<file path="src/hdl/icfts_pkg.sv">
package icfts_pkg;

    // Block size
    localparam int THREADS     = 4;
    localparam int CORES       = 4;

    // Fixed field layout: four 8-bit counts per packed word, one stall bit per thread
    localparam int LANE_FIELDS = 4;
    localparam int FIELD_W     = 8;
    localparam int PACK_W      = 32;
    localparam int STALL_W     = 4;
    localparam int CORE_W      = 2;
    localparam int OUT_W       = 2;

    // Derived widths
    localparam int TID_W       = $clog2(THREADS);
    localparam int CNT_W       = $clog2(THREADS + 1);
    localparam int SLOTS       = 2 * CORES;
    localparam int SLOT_W      = $clog2(SLOTS);
    localparam int TOTAL_W     = FIELD_W + 2;

    // Configuration port
    localparam int CFG_IDX_W   = 1;
    localparam int CFG_DATA_W  = 3;
    localparam logic [CFG_IDX_W-1:0] CFG_POLICY = CFG_IDX_W'(0);
    localparam logic [CFG_IDX_W-1:0] CFG_ACTIVE = CFG_IDX_W'(1);

    // Front-end policy codes
    localparam logic POLICY_STRICT = 1'b0;
    localparam logic POLICY_ICOUNT = 1'b1;

    // What one lane reports to the merge
    typedef struct packed {
        logic               eligible;
        logic [TOTAL_W-1:0] total;
        logic [TID_W-1:0]   rank;
    } t_lane;

endpackage

</file>
<file path="src/hdl/icfts_ifs.sv">
interface icfts_in_if import icfts_pkg::*; ();
    logic              valid;
    logic              ready;
    logic              cmd;
    logic [CORE_W-1:0] core_id;
    logic [PACK_W-1:0] fetch_queue_counts;
    logic [PACK_W-1:0] fetch_insn_queue_counts;
    logic [PACK_W-1:0] reorder_buffer_counts;
    logic [STALL_W-1:0] stall_mask;

    modport source (output valid, cmd, core_id, fetch_queue_counts,
                    fetch_insn_queue_counts, reorder_buffer_counts, stall_mask,
                    input ready);
    modport sink   (input valid, cmd, core_id, fetch_queue_counts,
                    fetch_insn_queue_counts, reorder_buffer_counts, stall_mask,
                    output ready);
endinterface

interface icfts_out_if import icfts_pkg::*; ();
    logic             valid;
    logic             ready;
    logic [OUT_W-1:0] selected_thread;

    modport source (output valid, selected_thread, input ready);
    modport sink   (input valid, selected_thread, output ready);
endinterface

interface icfts_cfg_if import icfts_pkg::*; ();
    logic                  valid;
    logic                  ready;
    logic [CFG_IDX_W-1:0]  index;
    logic [CFG_DATA_W-1:0] data;

    modport source (output valid, index, data, input ready);
    modport sink   (input valid, index, data, output ready);
endinterface

</file>
<file path="src/hdl/icfts_lane.sv">
module icfts_lane import icfts_pkg::*; (
    input  logic [TID_W-1:0]   i_lane_id,
    input  logic [FIELD_W-1:0] i_fq_count,
    input  logic [FIELD_W-1:0] i_fiq_count,
    input  logic [FIELD_W-1:0] i_rob_count,
    input  logic               i_stalled,
    input  logic [TID_W-1:0]   i_start,
    input  logic [CNT_W-1:0]   i_active,
    output t_lane              o_lane
);

    logic [CNT_W-1:0] id_ext;
    logic [CNT_W-1:0] start_ext;
    logic [CNT_W-1:0] rank_full;

    assign id_ext    = CNT_W'(i_lane_id);
    assign start_ext = CNT_W'(i_start);

    // Distance from the rotation start, wrapping at the active count
    always_comb begin
        if (id_ext >= start_ext) begin
            rank_full = id_ext - start_ext;
        end else begin
            rank_full = id_ext + i_active - start_ext;
        end
    end

    // Sum the three occupancies and qualify the lane
    assign o_lane.total    = TOTAL_W'(i_fq_count) + TOTAL_W'(i_fiq_count)
                           + TOTAL_W'(i_rob_count);
    assign o_lane.rank     = rank_full[TID_W-1:0];
    assign o_lane.eligible = !i_stalled && (id_ext < i_active);

endmodule

</file>
<file path="src/hdl/icfts_merge.sv">
module icfts_merge import icfts_pkg::*; (
    input  t_lane            i_lanes [THREADS],
    input  logic [TID_W-1:0] i_start,
    input  logic             i_policy,
    input  logic             i_core_bad,
    output logic [TID_W-1:0] o_sel
);

    // ICOUNT: smallest eligible total wins, lowest rotation rank breaks ties; else the start; a bad core gives zero
    always_comb begin
        logic                       found;
        logic [TOTAL_W+TID_W-1:0]   best;
        logic [TID_W-1:0]           pick;
        found = 1'b0;
        best  = '0;
        pick  = i_start;
        if (i_policy == POLICY_ICOUNT) begin
            for (int t = 0; t < THREADS; t++) begin
                if (i_lanes[t].eligible &&
                    (!found || {i_lanes[t].total, i_lanes[t].rank} < best)) begin
                    found = 1'b1;
                    best  = {i_lanes[t].total, i_lanes[t].rank};
                    pick  = TID_W'(t);
                end
            end
        end
        if (i_core_bad) begin
            pick = '0;
        end
        o_sel = pick;
    end

endmodule

</file>
<file path="src/hdl/icount_fetch_thread_select_top.sv">
// ICOUNT front-end thread selector. One item is accepted every clock cycle unless the
// output stalls. The lane stage reads and advances the per-core, per-schedule rotation
// pointer and sums the three queue counts in one lane per thread; the output stage merges
// the lanes (ICOUNT: smallest unstalled active total, first in rotation order on ties;
// strict: the rotation start) into the output register. Pointers live in flip-flops and
// are read and written in the same cycle, so consecutive items for the same core and
// schedule see each other's advance. Ready follows the output side combinationally;
// configuration writes are always taken and should be made while no item is in flight.
module icount_fetch_thread_select_top import icfts_pkg::*; (
    input  logic       i_clk,
    input  logic       i_rst_n,
    icfts_cfg_if.sink  i_cfg,
    icfts_in_if.sink   i_in,
    icfts_out_if.source o_out
);

    // Configuration
    logic                  r_policy;
    logic [CFG_DATA_W-1:0] r_active_threads;

    // Rotation pointers, one per schedule and core
    logic [TID_W-1:0] r_ptr [SLOTS];

    // Lane stage
    logic             r_a_valid;
    t_lane            r_lane [THREADS];
    logic [TID_W-1:0] r_a_start;
    logic             r_a_policy;
    logic             r_a_bad;

    // Output stage
    logic             r_o_valid;
    logic [TID_W-1:0] r_o_sel;

    logic             out_adv;
    logic             a_adv;
    logic             in_acc;
    logic [CNT_W-1:0] active_n;
    logic [SLOT_W-1:0] slot;
    logic             core_bad;
    logic [TID_W-1:0] ptr;
    logic [TID_W-1:0] start;
    logic [TID_W-1:0] n_ptr;
    t_lane            lanes [THREADS];
    logic [TID_W-1:0] merge_sel;

    assign i_cfg.ready = 1'b1;

    // Take configuration writes
    always_ff @(posedge i_clk) begin
        if (!i_rst_n) begin
            r_policy         <= POLICY_ICOUNT;
            r_active_threads <= CFG_DATA_W'(THREADS);
        end else if (i_cfg.valid) begin
            case (i_cfg.index)
                CFG_POLICY: r_policy         <= i_cfg.data[0];
                CFG_ACTIVE: r_active_threads <= i_cfg.data;
                default:    ;
            endcase
        end
    end

    // Pipeline flow
    assign out_adv    = !r_o_valid || o_out.ready;
    assign a_adv      = !r_a_valid || out_adv;
    assign i_in.ready = a_adv;
    assign in_acc     = i_in.valid && a_adv;

    // Clamp the active thread count to one..THREADS
    always_comb begin
        if (r_active_threads == '0) begin
            active_n = CNT_W'(1);
        end else if (r_active_threads > CFG_DATA_W'(THREADS)) begin
            active_n = CNT_W'(THREADS);
        end else begin
            active_n = CNT_W'(r_active_threads);
        end
    end

    // Pointer lookup and advance
    assign core_bad = ({1'b0, i_in.core_id} >= (CORE_W + 1)'(CORES));
    assign slot     = i_in.cmd ? SLOT_W'(CORES) + SLOT_W'(i_in.core_id)
                               : SLOT_W'(i_in.core_id);
    assign ptr      = r_ptr[slot];
    assign start    = (CNT_W'(ptr) < active_n) ? ptr : '0;
    assign n_ptr    = (CNT_W'(ptr) + CNT_W'(1) < active_n) ? ptr + TID_W'(1) : '0;

    always_ff @(posedge i_clk) begin
        if (!i_rst_n) begin
            for (int s = 0; s < SLOTS; s++) begin
                r_ptr[s] <= '0;
            end
        end else if (in_acc && !core_bad) begin
            r_ptr[slot] <= n_ptr;
        end
    end

    // One lane per thread; threads beyond the packed fields count zero, never stall
    for (genvar g = 0; g < THREADS; g++) begin : g_lane
        logic [FIELD_W-1:0] fq;
        logic [FIELD_W-1:0] fiq;
        logic [FIELD_W-1:0] rob;
        logic               stl;
        if (g < LANE_FIELDS) begin : g_field
            assign fq  = i_in.fetch_queue_counts[g*FIELD_W +: FIELD_W];
            assign fiq = i_in.fetch_insn_queue_counts[g*FIELD_W +: FIELD_W];
            assign rob = i_in.reorder_buffer_counts[g*FIELD_W +: FIELD_W];
            assign stl = i_in.stall_mask[g];
        end else begin : g_empty
            assign fq  = '0;
            assign fiq = '0;
            assign rob = '0;
            assign stl = 1'b0;
        end
        icfts_lane u_lane (
            .i_lane_id   (TID_W'(g)),
            .i_fq_count  (fq),
            .i_fiq_count (fiq),
            .i_rob_count (rob),
            .i_stalled   (stl),
            .i_start     (start),
            .i_active    (active_n),
            .o_lane      (lanes[g])
        );
    end

    // Lane stage registers
    always_ff @(posedge i_clk) begin
        if (!i_rst_n) begin
            r_a_valid <= 1'b0;
        end else if (a_adv) begin
            r_a_valid <= i_in.valid;
        end
    end

    always_ff @(posedge i_clk) begin
        if (in_acc) begin
            r_lane     <= lanes;
            r_a_start  <= start;
            r_a_policy <= r_policy;
            r_a_bad    <= core_bad;
        end
    end

    icfts_merge u_merge (
        .i_lanes    (r_lane),
        .i_start    (r_a_start),
        .i_policy   (r_a_policy),
        .i_core_bad (r_a_bad),
        .o_sel      (merge_sel)
    );

    // Output register
    always_ff @(posedge i_clk) begin
        if (!i_rst_n) begin
            r_o_valid <= 1'b0;
        end else if (out_adv) begin
            r_o_valid <= r_a_valid;
        end
    end

    always_ff @(posedge i_clk) begin
        if (out_adv && r_a_valid) begin
            r_o_sel <= merge_sel;
        end
    end

    assign o_out.valid           = r_o_valid;
    assign o_out.selected_thread = OUT_W'(r_o_sel);

`ifndef SYNTHESIS
    logic any_eligible;
    always_comb begin
        any_eligible = 1'b0;
        for (int t = 0; t < THREADS; t++) begin
            any_eligible = any_eligible | r_lane[t].eligible;
        end
    end

    a_icount_pick_eligible: assert property (@(posedge i_clk) disable iff (!i_rst_n)
        r_a_valid && r_a_policy == POLICY_ICOUNT && !r_a_bad && any_eligible
        |-> r_lane[merge_sel].eligible)
        else $error("picked thread is stalled or inactive");

    a_strict_is_start: assert property (@(posedge i_clk) disable iff (!i_rst_n)
        r_a_valid && out_adv && r_a_policy == POLICY_STRICT && !r_a_bad
        |=> r_o_sel == $past(r_a_start))
        else $error("strict mode did not return the pointer thread");

    a_lane_hold: assert property (@(posedge i_clk) disable iff (!i_rst_n)
        r_a_valid && !out_adv |=> r_a_valid && $stable(r_a_start) && $stable(r_a_bad))
        else $error("lane stage overwritten while output stalled");

    a_pointer_advance: assert property (@(posedge i_clk) disable iff (!i_rst_n)
        in_acc && !core_bad |=> CNT_W'(r_ptr[$past(slot)]) < $past(active_n))
        else $error("pointer left the active range after advance");
`endif

endmodule

</file>
<file path="src/flat_wrapper.sv">
// flat-port wrapper written by rule: the top's interface ports become plain ports
module icount_fetch_thread_select_top_flat import icfts_pkg::*;
  (i_clk, i_rst_n, i_cfg_valid, i_cfg_index, i_cfg_data, i_cfg_ready, i_in_valid, i_in_cmd, i_in_core_id, i_in_fetch_queue_counts, i_in_fetch_insn_queue_counts, i_in_reorder_buffer_counts, i_in_stall_mask, i_in_ready, o_out_valid, o_out_selected_thread, o_out_ready);
  icfts_cfg_if i_cfg_i ();
  icfts_in_if i_in_i ();
  icfts_out_if o_out_i ();
  input  logic i_clk;
  input  logic i_rst_n;
  input wire logic [$bits(i_cfg_i.valid)-1:0] i_cfg_valid;
  input wire logic [$bits(i_cfg_i.index)-1:0] i_cfg_index;
  input wire logic [$bits(i_cfg_i.data)-1:0] i_cfg_data;
  output wire logic [$bits(i_cfg_i.ready)-1:0] i_cfg_ready;
  input wire logic [$bits(i_in_i.valid)-1:0] i_in_valid;
  input wire logic [$bits(i_in_i.cmd)-1:0] i_in_cmd;
  input wire logic [$bits(i_in_i.core_id)-1:0] i_in_core_id;
  input wire logic [$bits(i_in_i.fetch_queue_counts)-1:0] i_in_fetch_queue_counts;
  input wire logic [$bits(i_in_i.fetch_insn_queue_counts)-1:0] i_in_fetch_insn_queue_counts;
  input wire logic [$bits(i_in_i.reorder_buffer_counts)-1:0] i_in_reorder_buffer_counts;
  input wire logic [$bits(i_in_i.stall_mask)-1:0] i_in_stall_mask;
  output wire logic [$bits(i_in_i.ready)-1:0] i_in_ready;
  output wire logic [$bits(o_out_i.valid)-1:0] o_out_valid;
  output wire logic [$bits(o_out_i.selected_thread)-1:0] o_out_selected_thread;
  input wire logic [$bits(o_out_i.ready)-1:0] o_out_ready;
  assign i_cfg_i.valid = i_cfg_valid;
  assign i_cfg_i.index = i_cfg_index;
  assign i_cfg_i.data = i_cfg_data;
  assign i_cfg_ready = i_cfg_i.ready;
  assign i_in_i.valid = i_in_valid;
  assign i_in_i.cmd = i_in_cmd;
  assign i_in_i.core_id = i_in_core_id;
  assign i_in_i.fetch_queue_counts = i_in_fetch_queue_counts;
  assign i_in_i.fetch_insn_queue_counts = i_in_fetch_insn_queue_counts;
  assign i_in_i.reorder_buffer_counts = i_in_reorder_buffer_counts;
  assign i_in_i.stall_mask = i_in_stall_mask;
  assign i_in_ready = i_in_i.ready;
  assign o_out_valid = o_out_i.valid;
  assign o_out_selected_thread = o_out_i.selected_thread;
  assign o_out_i.ready = o_out_ready;
  icount_fetch_thread_select_top u_core (.i_clk(i_clk), .i_rst_n(i_rst_n), .i_cfg(i_cfg_i), .i_in(i_in_i), .o_out(o_out_i));
endmodule
</file>
<file path="config.mk">
export PLATFORM = sky130hd
export DESIGN_NAME = icount_fetch_thread_select_top_flat
export DESIGN_NICKNAME = d
export VERILOG_FILES = /design/src/hdl/icfts_pkg.sv /design/src/hdl/icfts_ifs.sv /design/src/hdl/icfts_lane.sv /design/src/hdl/icfts_merge.sv /design/src/hdl/icount_fetch_thread_select_top.sv /design/src/flat_wrapper.sv
export SDC_FILE = /design/constraint.sdc
export NUM_CORES = 1
export LEC_CHECK = 0
export ABC_CLOCK_PERIOD_IN_PS = 7850
export CAP_MARGIN = 10
export CORE_MARGIN = 10
export CORE_UTILIZATION = 55
export DETAILED_ROUTE_END_ITERATION = 16
export DONT_BUFFER_PORTS = 1
export HOLD_SLACK_MARGIN = 0.03
export MAX_ROUTING_LAYER = met4
export PLACE_DENSITY = 0.7
export SYNTH_ARGS = -nofsm -noshare
export SYNTH_HDL_FRONTEND = slang
export SYNTH_SLANG_ARGS = --single-unit
</file>
<file path="constraint.sdc">
create_clock -name i_clk -period 7.85 [get_ports i_clk]
set_input_delay 1.57 -clock i_clk [delete_from_list [all_inputs] [get_ports i_clk]]
set_output_delay 1.57 -clock i_clk [all_outputs]
set_load 0.02 [all_outputs]
</file>
# After elaboration in Yosys (flattened, before gate mapping)

Memories as Yosys holds them, arrays and structs flattened.
Index checks and enable logic that the tools add are counted.
W data, S select, Z words.

Register bits after elaboration: 63
Memory bits (writable): 16
Input bits: 112
Word-level logic and storage cells: 117
Memories: 1

$add $sub $neg: 22
$lt $le $gt $ge: 14
Muxes and demuxes: 33
Bitwise logic cells: 1
Reductions and logical operators: 27

Memory list:

| name         | words | bits a word | rd ports | clocked after memory_dff | write ports | line                                 | RTL |
|---|---|---|---|---|---|---|---|
| u_core.r_ptr | 8     | 2           | 1        | 0                        | 8           | icount_fetch_thread_select_top.sv:22 | `logic [TID_W-1:0] r_ptr [SLOTS];` |

Operators by type and width:

| operator              | count |
|---|---|
| $mux W12              | 6 |
| $add A9 B8 Y10        | 4 |
| $add A8 B8 Y9         | 4 |
| $lt A12 B12 Y1        | 3 |
| $mux W2               | 12 |
| $mux W3               | 4 |
| $mux W1               | 11 |
| $logic_and A1 B1 Y1   | 9 |
| $logic_not A1 Y1      | 9 |
| $sub A2 B2 Y2         | 4 |
| $lt A1 B3 Y1 const A  | 2 |
| $lt A2 B3 Y1 const A  | 2 |
| $logic_or A1 B1 Y1    | 5 |
| $add A2 B2 Y2 const A | 2 |
| $ge A1 B2 Y1 const A  | 2 |
| $ge A2 B2 Y1 const A  | 2 |
| $reduce_and A2 Y1     | 2 |
| $sub A1 B2 Y2 const A | 2 |
| $sub A2 B2 Y2 const A | 2 |
| $add A2 B1 Y3 const B | 1 |
| $add A3 B2 Y3 const A | 1 |
| $gt A3 B3 Y1 const B  | 1 |
| $logic_not A3 Y1      | 1 |
| $lt A2 B3 Y1          | 1 |
| 5 further kinds       | 5 |

# Longest topological paths before layout

Gate-level depths: netlist (run 1).

Depth after elaboration: 17
Mapped depth: 30
Mapped depth without buffers: 25

# Modules after synthesis

From an unflattened synthesis (run 1), not the netlist that was laid out.

Cell total of the unflattened synthesis: 677
Area total of the unflattened synthesis: 6,991.7 sq um

Modules (own cells, without submodules):

| module                         | instances | cells an instance | area an instance (sq um) |
|---|---|---|---|
| icount_fetch_thread_select_top | 1         | 172               | 2,956.6 |
| icfts_lane                     | 4         | 80                | 680.7 |
| icfts_merge                    | 1         | 185               | 1,312.5 |

# Worst setup path after synthesis (run 1)

No wires, ideal clock.

Kind: register to register
Start point: reg u_core.r_lane[51] in the netlist's numbering
End point: reg u_core.r_o_sel[1], in the netlist u_core.o_out.selected_thread[1] (data pin)
Data arrival time: 5.702 ns
Required time: 7.718 ns
Path slack: 2.017 ns
Stages on the path, launching flop included: 30
Path buffers: 5
Clock period less this slack: 5.833 ns
Cell sequence: edfxtp_1 -> clkbuf_1 -> clkbuf_1 -> clkbuf_1 -> nand2_1 -> ha_1 -> nand4_1 -> nand2b_1 -> o211ai_1 -> clkbuf_1 -> nor2_1 -> a31oi_1 -> ha_1 -> a21oi_1 -> a211oi_1 -> a2111oi_2 -> o21ai_0 -> a31o_2 -> clkbuf_1 -> nand2_1 -> o21ai_0 -> ha_1 -> a21o_1 -> a21o_1 -> a21o_1 -> a21oi_1 -> o21a_1 -> o21ai_0 -> a41oi_1 -> a221o_1

Cells in the longest elaborated chain, start to end: 17
Elaborated cells on any way between the ends: 29

RTL lines:

| item                                               | line                                  | RTL |
|---|---|---|
| start: declaration                                 | icount_fetch_thread_select_top.sv:26  | `t_lane r_lane [THREADS];` |
| start signal: assignment                           | icount_fetch_thread_select_top.sv:138 | `r_lane <= lanes;` |
| $mux W12 or $mux W1 (tied branches)                | icfts_merge.sv:19                     | `if (i_lanes[t].eligible &&` |
| $mux W12 or $mux W1 (tied branches)                | icfts_merge.sv:17                     | `if (i_policy == POLICY_ICOUNT) begin` |
| $lt A12 B12 Y1 or $logic_not A1 Y1 (tied branches) | icfts_merge.sv:20                     | `(!found \|\| {i_lanes[t].total, i_lanes[t].rank} < best)) begin` |
| $logic_or A1 B1 Y1                                 | icfts_merge.sv:20                     |  |
| $logic_and A1 B1 Y1                                | icfts_merge.sv:19                     |  |
| $mux W12 or $mux W1 (tied branches)                | icfts_merge.sv:19                     |  |
| $mux W12 or $mux W1 (tied branches)                | icfts_merge.sv:17                     |  |
| $lt A12 B12 Y1 or $logic_not A1 Y1 (tied branches) | icfts_merge.sv:20                     |  |
| $logic_or A1 B1 Y1                                 | icfts_merge.sv:20                     |  |
| $logic_and A1 B1 Y1                                | icfts_merge.sv:19                     |  |
| $mux W12 or $mux W1 (tied branches)                | icfts_merge.sv:19                     |  |
| $mux W12 or $mux W1 (tied branches)                | icfts_merge.sv:17                     |  |
| $lt A12 B12 Y1 or $logic_not A1 Y1 (tied branches) | icfts_merge.sv:20                     |  |
| $logic_or A1 B1 Y1                                 | icfts_merge.sv:20                     |  |
| $logic_and A1 B1 Y1                                | icfts_merge.sv:19                     |  |
| $mux W2 *                                          | icfts_merge.sv:19                     |  |
| $mux W2 *                                          | icfts_merge.sv:17                     |  |
| end signal: assignment                             | icount_fetch_thread_select_top.sv:164 | `r_o_sel <= merge_sel;` |
| end: declaration                                   | icount_fetch_thread_select_top.sv:33  | `logic [TID_W-1:0] r_o_sel;` |

Mark *: on every way between the ends. The rest lies on a longest branch, timed or not. The select of a mux whose other input is x is not followed.
A chain may end at the register's enable or synchronous reset.

# Worst setup path in the final report (run 1)

Same ends and word-level chain as after synthesis.

==> flow_metrics.tcl, run 1 <==
set metrics [dict create \
    finClkSkew_ps 15.4 \
    syn_area_per_cell_um2 10.6 \
    switchingPower_uw 464 \
    stdcell_area_um2 6350 \
    synth.lib_cells_used.distinct 54 \
    path_max_fanout 30 \
    slew_headroom 0.414 \
    finalWeightedCongestion 0.814 \
    io_buffer_count 0 \
    detailedPlacementHpwl_um 9730 \
    synth-seq-cells 79 \
    finalNonFillerCells 714 \
    comb_power_share 0.342 \
    syn_nets 783 \
    clkPwrFrac 0.237 \
    worst_ep_required_time_ps 8100 \
    hold_fix_buffer_count_after_cts 0 \
    timing_worst_slew_pin_value_ps 879 \
    initial_antenna_violation_count 0 \
    layout-area-overhead-vs-synth_pct 6.20 \
    synth.top_cells.by_area "edfxtp_1 (37%), ha_1 (14%), fa_1 (12%)" \
    gr-total-overflow 0 \
    rsz0062_at_grt "false" \
    die_x_um 124 \
    p_leak_uw 0.00273 \
    cts_max_path_buffers 2 \
    post-cts-setup-buffer-count 0 \
    share_seq_of_total_power 0.421 \
    detailroute.via_count 3955 \
    effective_utilization_at_floorplan 0.556 \
    tritoncts "done" \
    layout.cells.most_common_list "inv_1 (75), edfxtp_1 (73), ha_1 (69)" \
    num-nets-final 786 \
    drt-initial-drc-count 78 \
    cts_made_buffers 9 \
    setup_viol 0 \
    ctsHtreeMaxLevel 3 \
    pins_over_their_slew_limit 0 \
    postSynthCellCount 566 \
    cp_slowest_cell "edfxtp_1" \
    drt_wl_total_um 11700 \
    final_common_cell "inv_1" \
    finalCoreUtilization 0.591 \
    data_arrival_time_of_the_critical_path_ps 6290 \
    maxClockFrequency_mhz 165 \
    power.ir.vdd_worst_mv 0.177 \
    fill_cells 934 \
    average_vias_per_placed_instance 5.54 \
    synth.cell_area_um2 5980 \
    layout_worst_path_cycle_share 0.770 \
    postSynth.asyncResetShare 0 \
    cap_viol_max_count 0 \
    clock-sinks 79 \
    timing.critical_path.slowest_cell_delay_ps 930 \
    drt_first_pass_iters 4 \
    grt_start_max_net_pins 58 \
    synth-edff-count 73 \
    route.antenna.remaining_nets 0 \
    postSynth.topFlopCell "edfxtp_1" \
    status "completed" \
    clkTransAtPathRegs_ps 90 \
    floorplan.die.height_um 124 \
    hp-class "flop to flop" \
    critical_path_class "flop to flop" \
    die-area_um2 15400 \
    sum_of_negative_setup_slack_ps 0 \
    dr_drc_count 0 \
    global_route.usage.total 0.159 \
    synth_top_area_share 0.367 \
    fraction_of_final_layout_cells_with_drive_strength_greater_than_1 0.0557 \
    number_of_global_route_vias_before_repair 4231 \
    share_of_synthesized_area_occupied_by_flip_flops_and_latches 0.387 \
    cts_root_buffer "clkbuf_8" \
    critical_path.endpoint_type "flop" \
    grt_pass1_wl_um 19800 \
    io_pins 117 \
    num_antenna_cells 0 \
    min_period_ps 6040 \
    detailed_route_wire_length_per_cell_um 16.4 \
    synth.largest_area_cell "edfxtp_1" \
    switching_share 0.329 \
    placed_area_um2 6130 \
    insertion_delay_ps 370 \
    timing.final.hold_violations 0 \
    critPathLaunchType "flop" \
    dpl.cell_count 698 \
    internal_power_uw 945 \
    num_rows 38 \
    postCtsResizedCells 0 \
    p_per_cell_area_nw_per_um2 222 \
    design.core.area_um2 10700 \
    synth.yosys.warnings 0 \
]
==> cells by family after synthesis <==
kind of cell / synth area share
AND/OR/NAND/NOR: 0.0999
buffers and inverters: 0.0542
AO/OA/AOI/OAI: 0.137
multiplexers: 0.0163
flip-flops: 0.387
XOR/XNOR: 0.0404
adder cells (fa/ha/maj): 0.265
other: 0.000627
==> cell usage after synthesis (all sizes together), types with 3 or more instances <==
master and instances:
o21bai 10, xnor2 17, o211ai 4, clkbuf 8
nor2b 7, a31oi 14, ha 69, o21ai 31
edfxtp 73, fa 36, dfxtp 6, xor2 8
nor2 40, mux2i 3, nand4 6, nand2b 4
inv 75, a21oi 41, nand3 9, nand2 57
a21o 8
==> final timing paths <==
path | to | slack [ps] | cells after the start | startpoint
worst max register to register | u_core.o_out.selected_thread[1] | 1810 | 26 | u_core.r_lane[51]
worst min register to register | u_core.r_a_policy | 460 | 0 | u_core.r_policy
worst min-delay path | u_core.r_a_policy | 460 | 0 | u_core.r_policy
worst max-delay path | u_core.o_out.selected_thread[1] | 1810 | 26 | u_core.r_lane[51]
==> registers in the layout (all words and copies together), names as in the netlist <==
signal,count
u_core.r_a_valid,1
u_core.o_out.selected_thread,2
u_core.r_policy,1
u_core.r_ptr,16
u_core.r_active_threads,3
u_core.r_lane,52
u_core.r_a_start,2
u_core.o_out.valid,1
u_core.r_a_policy,1
==> per-stage QoR <==
step	hold WS, ps	setup slack [ps]	power, uW
after CTS	462	1800	1430
after detailed placement	443	1810	1090
after global routing	487	1160	1530
after global placement	428	2060	1070
after floorplan	408	2020	970
final	460	1810	1410
==> routing by layer <==
| metal | track usage | vias to the layer above | share of wire |
|---|---|---|---|
| met2 | 0.265 | 86 | 0.51 |
| met3 | 0.0443 | 20 | 0.051 |
| met4 | 0.0562 | 0 | 0.018 |
| li1 | - | 1988 | - |
| met1 | 0.179 | 1861 | 0.42 |
| met5 | - | - | 0 |
==> critical path: cells and delay by family, from the launching register on <==
kind	cells	cell delay, ps
adders and majority gates	3	990
buffers and inverters	1	260
and+or+nand+nor	5	680
AOI/OAI and AO/OA	17	3070
DFF	1	930
==> cell type report <==
type,instances,area (um^2),area share
clock buffers,10,128,0.0201
clock inverters,6,93.8,0.0148
inverters,75,282,0.0444
multi-input cells,402,3340,0.527
flip-flops and latches,79,2310,0.364
well taps,140,175,0.0276
repair buffers,2,15.0,0.00237
==> power by group through the flow <==
stage | clock (uW) | combinational [uW] | sequential, uW
after floorplan | 0 | 393 | 577
after global placement | 0 | 464 | 603
after global routing | 363 | 565 | 599
after CTS | 344 | 488 | 594
final | 334 | 482 | 593
after detailed placement | 0 | 485 | 601
(Power assumes the default switching activity.)
==> run 2, diff against run 1 <==
- ABC_CLOCK_PERIOD_IN_PS: 7850 -> 5600
- clock period: 7.85 -> 5.6 ns (I/O delays scaled with it)
==> flow_metrics.tcl, run 2 (same netlist as run 1, synthesis figures left out) <==
set metrics [dict create \
    final-seq-area_um2 2310 \
    detailed_route_wire_length_per_cell_um 16.6 \
    timing_worst_slew_pin_value_ps 686 \
    tritoncts "done" \
    clock-sinks 79 \
    setup_viol 0 \
    worstHoldEndpoint "u_core.r_a_policy" \
    gr-total-overflow 0 \
    reg2reg_slack_ps 350 \
    path_delay_family "compound AO/OA/AOI/OAI gates" \
    layout_top_registers "u_core.r_lane: 52 flops, u_core.r_ptr: 16 flops, u_core.r_active_threads: 3 flops" \
    critPathLaunchType "flop" \
    grt_start_max_net_pins 58 \
    clkTransAtPathRegs_ps 80 \
    timing.critical_path.slowest_cell_delay_ps 420 \
    fraction_of_final_layout_cells_with_drive_strength_greater_than_1 0.0809 \
    finalCoreUtilization 0.602 \
    number_of_global_route_vias_before_repair 4253 \
    post_route_worst_hold_slack_ps 454 \
    cts_made_buffers 9 \
    min_period_ps 5250 \
    layout-area-overhead-vs-synth_pct 8.19 \
    data_arrival_time_of_the_critical_path_ps 5480 \
    design.core.area_um2 10700 \
    finClkSkew_ps 14.7 \
    drt-initial-drc-count 91 \
    detailroute.via_count 4002 \
    holdCritStartpoint "u_core.r_policy" \
    drt_first_pass_iters 4 \
    dr_drc_count 0 \
    placed_area_um2 6140 \
    hp-class "flop to flop" \
    grt_pass1_wl_um 20000 \
    status "completed" \
    maxClockFrequency_mhz 190 \
    worst_ep_required_time_ps 5830 \
    finalPower_uw 2010 \
    p_per_cell_area_nw_per_um2 310 \
    cp_slowest_cell "a2111oi_4" \
    final_common_cell "inv_1" \
    cts_max_path_buffers 2 \
    detailedPlacementHpwl_um 9670 \
    finalWeightedCongestion 0.826 \
    critPathLaunch "u_core.r_lane[51]" \
    global_route.usage.total 0.159 \
    power.ir.vdd_worst_mv 0.199 \
    io_pins 117 \
    die_x_um 124 \
    slew_headroom 0.543 \
    layout.cells.most_common_list "inv_1 (75), edfxtp_1 (73), ha_1 (69)" \
    die-area_um2 15400 \
    rr_startpoint "u_core.r_lane[51]" \
    initial_antenna_violation_count 0 \
    num_rows 38 \
    layout_worst_path_cycle_share 0.938 \
    cts_root_buffer "clkbuf_8" \
    p_leak_uw 0.00278 \
    r2r-end "u_core.o_out.selected_thread[1]" \
    critical_path.endpoint_type "flop" \
    floorplan.die.height_um 124 \
    drt_wl_total_um 12000 \
    pins_over_their_slew_limit 0 \
    dpl.cell_count 700 \
    num_antenna_cells 0 \
    path_max_fanout 13 \
    io_buffer_count 0 \
    effective_utilization_at_floorplan 0.556 \
    insertion_delay_ps 370 \
    timing.final.hold_violations 0 \
    cap_viol_max_count 0 \
    max_flop_register "u_core.r_lane" \
    ff2ff_path_depth 26 \
    stdcell_area_um2 6470 \
    route.antenna.remaining_nets 0 \
    critical_path.n_buffers_inverters 3 \
    critical_path_class "flop to flop" \
    ctsHtreeMaxLevel 3 \
    whs_path_depth 0 \
    fill_cells 921 \
    multiInputGateArea_um2 3410 \
    average_vias_per_placed_instance 5.55 \
    num-nets-final 793 \
    hold_fix_buffer_count_after_cts 0 \
    largest_register_ffs 52 \
    finalNonFillerCells 721 \
]
## run 2: metrics by stage
step,TNS [ps],setup slack (ps)
6_report,0,349
3_3_place_gp,0,178
2_1_floorplan,0,6.42
3_5_place_dp,0,12.4
5_1_grt,-0.821,-0.821
4_1_cts,0,131
## run 2: what timing repair did
item                                    4_1_cts  5_1_grt
resized for setup                             0       16
setup buffers                                 1        1
cloned                                        0        3
endpoints found under the setup margin        1        2
pin swaps                                     0        3
## run 2: cell type report
cell class                      instances  share of cell area
Multi-Input combinational cell        403               0.528
Sequential cell                        79               0.358
Inverter                               75              0.0435
Tap cell                              140              0.0271
Clock buffer                           10              0.0197
Clock inverter                          6              0.0141
Timing Repair Buffer                    8             0.00987
## run 2: worst max-delay path by stage
| stage | endpoint | slack, ps | cells after the start |
|---|---|---|---|
| after floorplan | u_core.o_out.selected_thread[1] | 6 | 29 |
| after global placement | u_core.o_out.selected_thread[1] | 180 | 26 |
| after detailed placement | u_core.o_out.selected_thread[1] | 10 | 26 |
| after CTS | u_core.o_out.selected_thread[1] | 130 | 27 |
| after global routing | u_core.o_out.selected_thread[1] | -0.8 | 26 |
| final | u_core.o_out.selected_thread[1] | 350 | 26 |
## run 2: per-layer routing
layer	GRT usage	up-vias	routed length (um)
met3	0.0430	11	636
li1	-	2003	-
met5	-	-	0
met2	0.269	83	6050
met4	0.0411	0	133
met1	0.184	1905	5170
## run 2: report_power, final
| part | internal (uW) | switching [uW] |
|---|---|---|
| clock | 254 | 213 |
| sequential | 767 | 63.5 |
| combinational | 319 | 389 |
| total | 1340 | 665 |
==> run 3, diff against run 2 <==
- REMOVE_ABC_BUFFERS: not set -> 1
==> flow_metrics.tcl, run 3 (same netlist as run 1, synthesis figures left out) <==
set metrics [dict create \
    cts_root_buffer "clkbuf_8" \
    critical_path.endpoint_type "flop" \
    finalPower_uw 1960 \
    num-nets-final 790 \
    stdcell_area_um2 6400 \
    cts_max_path_buffers 2 \
    clkTransAtPathRegs_ps 80 \
    drt-initial-drc-count 161 \
    drt_first_pass_iters 5 \
    setup_viol 0 \
    slew_headroom 0.542 \
    fraction_of_final_layout_cells_with_drive_strength_greater_than_1 0.0675 \
    critical_path_class "flop to flop" \
    critPathLaunchType "flop" \
    cap_viol_max_count 0 \
    detailed_route_wire_length_per_cell_um 17.2 \
    max_flop_register "u_core.r_lane" \
    maxClockFrequency_mhz 194 \
    fraction_of_met3_tracks_used_by_global_routing 0.0391 \
    number_of_global_route_vias_before_repair 4358 \
    average_vias_per_placed_instance 5.66 \
    global_route.usage.total 0.166 \
    detailroute.via_count 4062 \
    route.antenna.remaining_nets 0 \
    die-area_um2 15400 \
    num_antenna_cells 0 \
    drt_wl_total_um 12400 \
    final_common_cell "inv_1" \
    io_pins 117 \
    num_rows 38 \
    gr-total-overflow 0 \
    hold_fix_buffer_count_after_cts 0 \
    min_period_ps 5160 \
    floorplan.die.height_um 124 \
    insertion_delay_ps 370 \
    timing_worst_slew_pin_value_ps 680 \
    finalWeightedCongestion 0.900 \
    fill_cells 954 \
    largest_register_ffs 52 \
    die_x_um 124 \
    post_route_worst_hold_slack_ps 443 \
    path_max_fanout 23 \
    status "completed" \
    layout-area-overhead-vs-synth_pct 7.01 \
    layout_worst_path_cycle_share 0.922 \
    p_leak_uw 0.00275 \
    dr_drc_count 0 \
    p_per_cell_area_nw_per_um2 307 \
    cts_made_buffers 9 \
    grt_pass1_wl_um 20600 \
    ctsHtreeMaxLevel 3 \
    tritoncts "done" \
    effective_utilization_at_floorplan 0.556 \
    detailedPlacementHpwl_um 10300 \
    layout.cells.most_common_list "inv_1 (75), edfxtp_1 (73), ha_1 (69)" \
    final.setup.worst_slack_ps 439 \
    power.ir.vdd_worst_mv 0.204 \
    finClkSkew_ps 7.15 \
    io_buffer_count 0 \
    timing.final.hold_violations 0 \
    worst_ep_required_time_ps 5840 \
    busiest_layer "met2" \
    initial_antenna_violation_count 0 \
    hp-class "flop to flop" \
    gr-usage-met1 0.181 \
    data_arrival_time_of_the_critical_path_ps 5400 \
    pins_over_their_slew_limit 0 \
    grt_start_max_net_pins 35 \
    layout_top_registers "u_core.r_lane: 52 flops, u_core.r_ptr: 16 flops, u_core.r_active_threads: 3 flops" \
    design.core.area_um2 10700 \
    placed_area_um2 6140 \
    place_ws_ps 113 \
    clock-sinks 79 \
    global_route.usage.met2 0.289 \
]
==> run 3: cell count changes in the layout (fill, tap and decap cells not counted), sizes merged <==
cell,delta
buf,-3
bufinv,-1
clkinvlp,+1
==> run 3: critical path, stage by stage (launching register included) <==
cell,delay [ps]
edfxtp_1,350
buf_4,180
nand2_1,70
ha_1,290
nand4_1,150
nor3_1,240
a22oi_2,100
o211ai_1,120
buf_6,230
nor2_1,60
a31oi_1,210
ha_1,300
a21oi_1,140
o21ai_1,110
a2111oi_4,370
o21ai_1,150
a31o_4,280
nand2_1,60
o21ai_1,60
ha_1,310
a21o_1,160
a21o_1,170
a21o_1,160
a21oi_1,130
o21a_1,130
o21ai_0,80
a41oi_1,250
a221o_1,150
==> run 3: layout make-up <==
cell class | instances | area (um^2) | area share
Multi-Input combinational cell | 403 | 3390 | 0.530
Sequential cell | 79 | 2310 | 0.362
Inverter | 75 | 282 | 0.0440
Tap cell | 140 | 175 | 0.0274
Clock buffer | 10 | 128 | 0.0200
Clock inverter | 6 | 68.8 | 0.0108
Timing Repair Buffer | 5 | 41.3 | 0.00646
==> run 3: routing by layer <==
layer	up-vias	routed length (um)
li1	1999	-
met1	1943	4960
met2	95	6540
met3	25	586
met4	0	275
met5	-	0
==> run 3: where the power goes <==
part | switching [uW] | internal [uW]
sequential | 60.6 | 767
clock | 216 | 209
combinational | 394 | 317
total | 671 | 1290
==> run 3: timing repair <==
action	CTS	global route
hold endpoints to repair	0	0
gates resized for setup	0	8
endpoints found under the setup margin	0	2
setup buffers	0	1
==> run 3: worst paths after layout <==
path                startpoint                         endpoint  slack, ps  cells after the start
min            u_core.r_policy                u_core.r_a_policy        440                      0
max reg2reg  u_core.r_lane[51]  u_core.o_out.selected_thread[1]        440                     27
min reg2reg    u_core.r_policy                u_core.r_a_policy        440                      0
max          u_core.r_lane[51]  u_core.o_out.selected_thread[1]        440                     27
==> run 3: stage by stage <==
step | utilization | TNS (ps) | std cells
CTS | 0.590 | 0 | 716
detailed placement | 0.571 | 0 | 700
floorplan | - | -285 | 556
global route | 0.595 | -4.28 | 718
global placement | 0.571 | 0 | 700
finish | 0.595 | 0 | 718
